### src/hdl/cbds_pkg.sv
// Shared types and constants of the canvas brush and decal stamper.
`timescale 1ns / 1ps

package cbds_pkg;

  // Operation codes carried by the func field. Codes above FN_READ mean nothing.
  typedef enum logic [2:0] {
    FN_CLEAR = 3'd0,
    FN_BRUSH = 3'd1,
    FN_DECAL = 3'd2,
    FN_LOAD  = 3'd3,
    FN_READ  = 3'd4
  } func_e;

  // Configuration register indexes.
  typedef enum logic [2:0] {
    CFG_CANVAS_W = 3'd0,
    CFG_CANVAS_H = 3'd1,
    CFG_BRUSH_R  = 3'd2,
    CFG_DECAL_W  = 3'd3,
    CFG_DECAL_H  = 3'd4
  } cfg_reg_e;

  typedef enum logic [3:0] {
    ST_INIT,
    ST_IDLE,
    ST_SETUP,
    ST_SWEEP,
    ST_SCAN,
    ST_DRAIN,
    ST_RD_ADDR,
    ST_DONE
  } ctl_state_e;

  localparam logic [31:0] PIX_WHITE    = 32'hFFFF_FFFF;
  localparam logic [31:0] PIX_BLACK    = 32'hFF00_0000;
  localparam logic [7:0]  ALPHA_OPAQUE = 8'd255;

  // Saturated configuration as seen by the datapath.
  typedef struct packed {
    logic [8:0] w;
    logic [8:0] h;
    logic [5:0] r;
    logic [6:0] dw;
    logic [6:0] dh;
  } cfg_t;

  // Commands from the controller.
  typedef struct packed {
    logic idle;
    logic accept;
    logic setup;
    logic sweep;
    logic scan;
    logic rd_en;
    logic out_load;
  } ctl_cmd_t;

  // Status from the datapath.
  typedef struct packed {
    logic [2:0] func;
    logic       sweep_last;
    logic       scan_empty;
    logic       scan_last;
    logic       pipe_busy;
  } dp_status_t;

  typedef struct packed {
    logic [31:0] read_pixel;
    logic        in_range;
    logic        done_res;
  } result_t;

endpackage

### src/hdl/cbds_ctrl.sv
// Controller state machine of the canvas brush and decal stamper.
`timescale 1ns / 1ps

module cbds_ctrl import cbds_pkg::*; (
  input  logic       clk_i,
  input  logic       rst_ni,
  input  logic       in_valid_i,
  input  logic       out_free_i,
  input  dp_status_t status_i,
  output ctl_cmd_t   cmd_o
);

  ctl_state_e state_q, state_d;

  always_ff @(posedge clk_i or negedge rst_ni) begin
    if (!rst_ni) begin
      state_q <= ST_INIT;
    end else begin
      state_q <= state_d;
    end
  end

  always_comb begin
    state_d = state_q;
    unique case (state_q)
      ST_INIT: begin
        if (status_i.sweep_last) state_d = ST_IDLE;
      end
      ST_IDLE: begin
        if (in_valid_i) state_d = ST_SETUP;
      end
      ST_SETUP: begin
        unique case (status_i.func)
          FN_CLEAR:           state_d = ST_SWEEP;
          FN_BRUSH, FN_DECAL: state_d = ST_SCAN;
          FN_READ:            state_d = ST_RD_ADDR;
          default:            state_d = ST_DONE;
        endcase
      end
      ST_SWEEP: begin
        if (status_i.sweep_last) state_d = ST_DONE;
      end
      ST_SCAN: begin
        if (status_i.scan_empty || status_i.scan_last) state_d = ST_DRAIN;
      end
      ST_DRAIN: begin
        if (!status_i.pipe_busy) state_d = ST_DONE;
      end
      ST_RD_ADDR: begin
        state_d = ST_DONE;
      end
      ST_DONE: begin
        if (out_free_i) state_d = ST_IDLE;
      end
      default: state_d = ST_INIT;
    endcase
  end

  always_comb begin
    cmd_o          = '0;
    cmd_o.idle     = (state_q == ST_IDLE);
    cmd_o.accept   = (state_q == ST_IDLE) && in_valid_i;
    cmd_o.setup    = (state_q == ST_SETUP);
    cmd_o.sweep    = (state_q == ST_INIT) || (state_q == ST_SWEEP);
    cmd_o.scan     = (state_q == ST_SCAN);
    cmd_o.rd_en    = (state_q == ST_RD_ADDR);
    cmd_o.out_load = (state_q == ST_DONE) && out_free_i;
  end

endmodule

### config.mk
export PLATFORM = sky130hd
export DESIGN_NAME = cbds_ctrl
export DESIGN_NICKNAME = d
export VERILOG_FILES = /design/src/hdl/cbds_pkg.sv /design/src/hdl/cbds_ctrl.sv
export SDC_FILE = /design/constraint.sdc
export NUM_CORES = 1
export LEC_CHECK = 0
export ABC_CLOCK_PERIOD_IN_PS = 2000
export BUFFER_PORTS_ARGS = -buffer_cell sky130_fd_sc_hd__buf_2
export CAP_MARGIN = 30
export CORE_AREA = 2 2 39 41
export CTS_BUF_LIST = sky130_fd_sc_hd__clkbuf_8
export DETAILED_ROUTE_END_ITERATION = 10
export DIE_AREA = 0 0 41 43
export PLACE_DENSITY = 0.53
export SLEW_MARGIN = 15
export SYNTH_ARGS = -nofsm -noshare
export SYNTH_HDL_FRONTEND = slang
export SYNTH_SLANG_ARGS = --single-unit
### constraint.sdc
create_clock -name clk_i -period 2 [get_ports clk_i]
set_clock_uncertainty 0.1 [all_clocks]
set_input_delay 0.3 -clock clk_i [delete_from_list [all_inputs] [get_ports clk_i]]
set_output_delay 0.3 -clock clk_i [all_outputs]
set_load 0.01 [all_outputs]
**Word-level counts from Yosys, hierarchy flattened**

Index checks and enable logic that the tools add are counted.

- Word-level logic and storage cells: 33
- Bits of input ports: 11
- Bits in registers: 4
- Output and inout port bits: 7

- Reduce and logical (&&, ||, !) cells: 8
- Eq/ne operators: 16
- Multiplexer cells: 8

Operators with widths:

| cell | count |
|---|---|
| one-hot mux 4 bit (8 select lines) | 1 |
| 2-to-1 mux 4 bit | 6 |
| equality test 4 x 3 -> 1 bit, second input constant | 4 |
| != test 2 bit, second input constant | 5 |
| one-hot mux 3 bit (3 select lines) | 1 |
| equality test 4 x 2 -> 1 bit, second input constant | 2 |
| AND reduction 6 bit | 1 |
| equality test 4 x 1 -> 1 bit, second input constant | 1 |
| zero test 4 bit | 1 |
| equality test 3 x 1 -> 1 bit, second input constant | 1 |
| equality test 3 x 2 -> 1 bit, second input constant | 1 |
| equality test 3 bit, second input constant | 1 |
| zero test 3 bit | 1 |
| logical AND 1 bit | 2 |
| logical OR 1 bit | 2 |
| != test 2 x 1 -> 1 bit, second input constant | 1 |
| OR reduction 2 bit | 1 |

**Logic depth before layout (Yosys ltp)**

- Depth after elaboration: 4
- Gate-level depth with buffers: 5
- Gate-level depth less buffers: 4

**Least setup slack after synthesis**

Ideal clock, no wire load.

- Path type: reg2reg
- Start point: register state_q[1]
- End point: register state_q[1]
- Cell stages (with the launch flop): 6
- Clock period less this slack: 1.488 ns
- Arrival time: 1.263 ns
- Path buffers: 1
- Required time: 1.775 ns
- Setup slack: 0.512 ns
- Cell sequence: dfrtp_1 -> buf_6 -> nor2_4 -> nand2_2 -> o311ai_2 -> mux2_4

- Word-level cells in the longest chain between the ends: 3
- Elaborated cells between the ends (all ways): 16

RTL lines:

| element | line | RTL |
|---|---|---|
| start: declaration | cbds_ctrl.sv:13 | `ctl_state_e state_q, state_d;` |
| start signal: assignment | cbds_ctrl.sv:19 | `state_q <= state_d;` |
| equality test 4 x 3 -> 1 bit (tied with other cells) | cbds_ctrl.sv:25 | `unique case (state_q)` |
| != test 2 x 1 -> 1 bit (no source line) or != test 2 bit (tied branches) | - |  |
| AND reduction 6 bit (no source line) | - |  |

Parallel ways exist; a longest one is shown, timed or not.
A chain may end at the register's enable or synchronous reset.

==> flow_metrics.tcl <==
set metrics [dict create \
    synth_cell_types 23 \
    period_minus_slack_ns 1.80 \
    clock_path_buffers 2 \
    p_leak_nw 0.251 \
    cp.arrival_ns 1.40 \
    num_antenna_cells 0 \
    syn_to_final_growth_pct 38.5 \
    netlist_area_sq_um 344 \
    cp_slowest_cell "dfrtp_1" \
    die_height_microns 43 \
    std_cell_rows 14 \
    clkLatencyLatePin_ns 0.21 \
    vias_per_cell 4.36 \
    critical_path.max_fanout 10 \
    largest_reg_flops 3 \
    vias 340 \
    numPortBuffers 17 \
    synth_fp_nets 54 \
    crit_type "flop to primary output" \
    grt_overflow_total 0 \
    hold_class "primary input to asynchronous set/reset pin" \
    finalMaxSlewViolations 0 \
    grt_use_total 0.0976 \
    remaining_drc_errors 0 \
    synth_cells 43 \
    max_stage_delay_ns 0.55 \
    mostFrequentLayoutCell "buf_2" \
    initialDrtViolationCount 5 \
    core_sq_um 1380 \
    gp_congestion 0.757 \
    fmax_mhz 554 \
    hold_viol_final 0 \
    yosysSeqAreaShare 0.218 \
    reg_top3 "state_q (3)" \
    max_cap_violations 0 \
    period_share 0.902 \
    avgRoutedWirePerCell_microns 9.21 \
    antenna_found_initial 0 \
    cts_resized 0 \
    crit_buf_inv 2 \
    fin_tns_setup_ns 0 \
    hold_buffers 1 \
    clk_pin_slew_ns 0.03 \
    pre_cts_ws_ns 0.378 \
    num-nets-final 74 \
    worstPathCellList "inv_1 > nor3_1 > buf_2" \
    cts_sinks 3 \
    p_per_area_nw_per_um2 1460 \
    grt_max_degree 12 \
    final_cell_mix "17 x buf_2, 8 x nor2_1, 5 x nand2_1" \
    fin_ws_ns 0.195 \
    worst_pin_slew_ns 0.370 \
    drt_wl_total_microns 718 \
    dp_hpwl_microns 572 \
    htreeDepth 1 \
    ys_warn_count 0 \
    dieArea_sq_um 1760 \
    regMostFlops "state_q" \
    cts_inserted_buffers 3 \
    peakVddDrop_uv 487 \
    postCtsSetupRepairBufs 0 \
    grt_setup_unrepaired "false" \
    grt_pass1_vias 288 \
    required_ns 1.60 \
    start_kind "flop" \
    critPathCaptureType "primary output" \
    ioPinCount 18 \
    setup_violations 0 \
    ant_nets 0 \
    drive_gt1_frac 0.419 \
    cp_top_family "flip-flops" \
    synth-seq-cells 3 \
    synth_area_per_cell_sq_um 8.00 \
    status "completed" \
    start_util 0.249 \
    die_w_microns 41 \
    clockRootBuffer "clkbuf_8" \
    maxSlewHeadroom 0.753 \
    grt_pass1_wl_mm 1.16 \
    cts_tree "built" \
    first_pass_iters 4 \
]
[stage by stage]
step | std cells | hold WS [ns] | util | cell area [sq um] | power, mW
finish | 78 | 0.319 | 0.344 | 477 | 0.694
global route | 78 | 0.329 | 0.344 | 477 | 0.762
floorplan | 43 | -0.0956 | - | 344 | 0.484
CTS | 78 | 0.316 | 0.344 | 477 | 0.705
detailed placement | 73 | -0.00337 | 0.305 | 422 | 0.532
global placement | 73 | -0.00177 | 0.305 | 422 | 0.536
[cells by family after synthesis]
logic type / Yosys count / share of synthesized area
AND/OR/NAND/NOR: 22 / 0.342
XOR/XNOR: 1 / 0.0255
AO/OA/AOI/OAI: 8 / 0.200
flip-flops: 3 / 0.218
buffers and inverters: 6 / 0.113
multiplexers: 3 / 0.102
[routing by layer]
layer | share of wire | up-vias | GRT usage
met5 | 0 | - | 0
met4 | 0 | 0 | 0.0400
met3 | 0.088 | 0 | 0.0314
met2 | 0.44 | 14 | 0.131
met1 | 0.47 | 143 | 0.139
li1 | - | 183 | -
[cell usage after synthesis]
| cell type | n | share of area |
|---|---|---|
| a21boi_0 | 1 | 0.022 |
| a21oi_1 | 1 | 0.015 |
| a21oi_2 | 1 | 0.025 |
| a221oi_1 | 1 | 0.025 |
| a31oi_1 | 1 | 0.018 |
| and2_1 | 1 | 0.018 |
| and4bb_4 | 1 | 0.047 |
| buf_2 | 1 | 0.015 |
| buf_6 | 2 | 0.065 |
| dfrtp_1 | 3 | 0.22 |
| inv_1 | 3 | 0.033 |
| mux2_4 | 1 | 0.044 |
| mux2i_1 | 2 | 0.058 |
| nand2_1 | 5 | 0.055 |
| nand2_2 | 1 | 0.018 |
| nand2b_1 | 3 | 0.055 |
| nor2_1 | 8 | 0.087 |
| nor2_4 | 1 | 0.033 |
| nor3_1 | 2 | 0.029 |
| o2111ai_1 | 1 | 0.025 |
| o21a_1 | 1 | 0.022 |
| o311ai_2 | 1 | 0.047 |
| xor2_1 | 1 | 0.025 |
[area by class of cell]
type / instances / area, sq um
clock inverter: 1 / 3.75
inverter: 3 / 11.3
tap: 16 / 20.0
fill: 153 / 907
sequential: 3 / 75.1
multi-input combinational: 34 / 230
timing repair buffer: 18 / 95.1
clock buffer: 3 / 41.3
[where the power goes]
| part | total (mW) | leakage [nW] | switching [mW] | internal [mW] |
|---|---|---|---|---|
| Sequential | 0.181 | 0.0313 | 0.0899 | 0.0910 |
| Combinational | 0.348 | 0.193 | 0.161 | 0.187 |
| Clock | 0.165 | 0.0269 | 0.0348 | 0.130 |
| Total | 0.694 | 0.251 | 0.285 | 0.408 |
[final timing paths]
check	from	to	slack, ns	cells after the start
worst max register to register	state_q[1]	state_q[1]	0.39	4
max in group asynchronous	rst_ni	state_q[0]	1.38	2
min in group clk_i	out_free_i	state_q[2]	0.32	4
worst max-delay path	state_q[0]	cmd_o[0]	0.20	3
worst min-delay path	rst_ni	state_q[2]	0.32	2
worst min register to register	state_q[2]	state_q[2]	0.62	2
(Power assumes the default switching activity.)
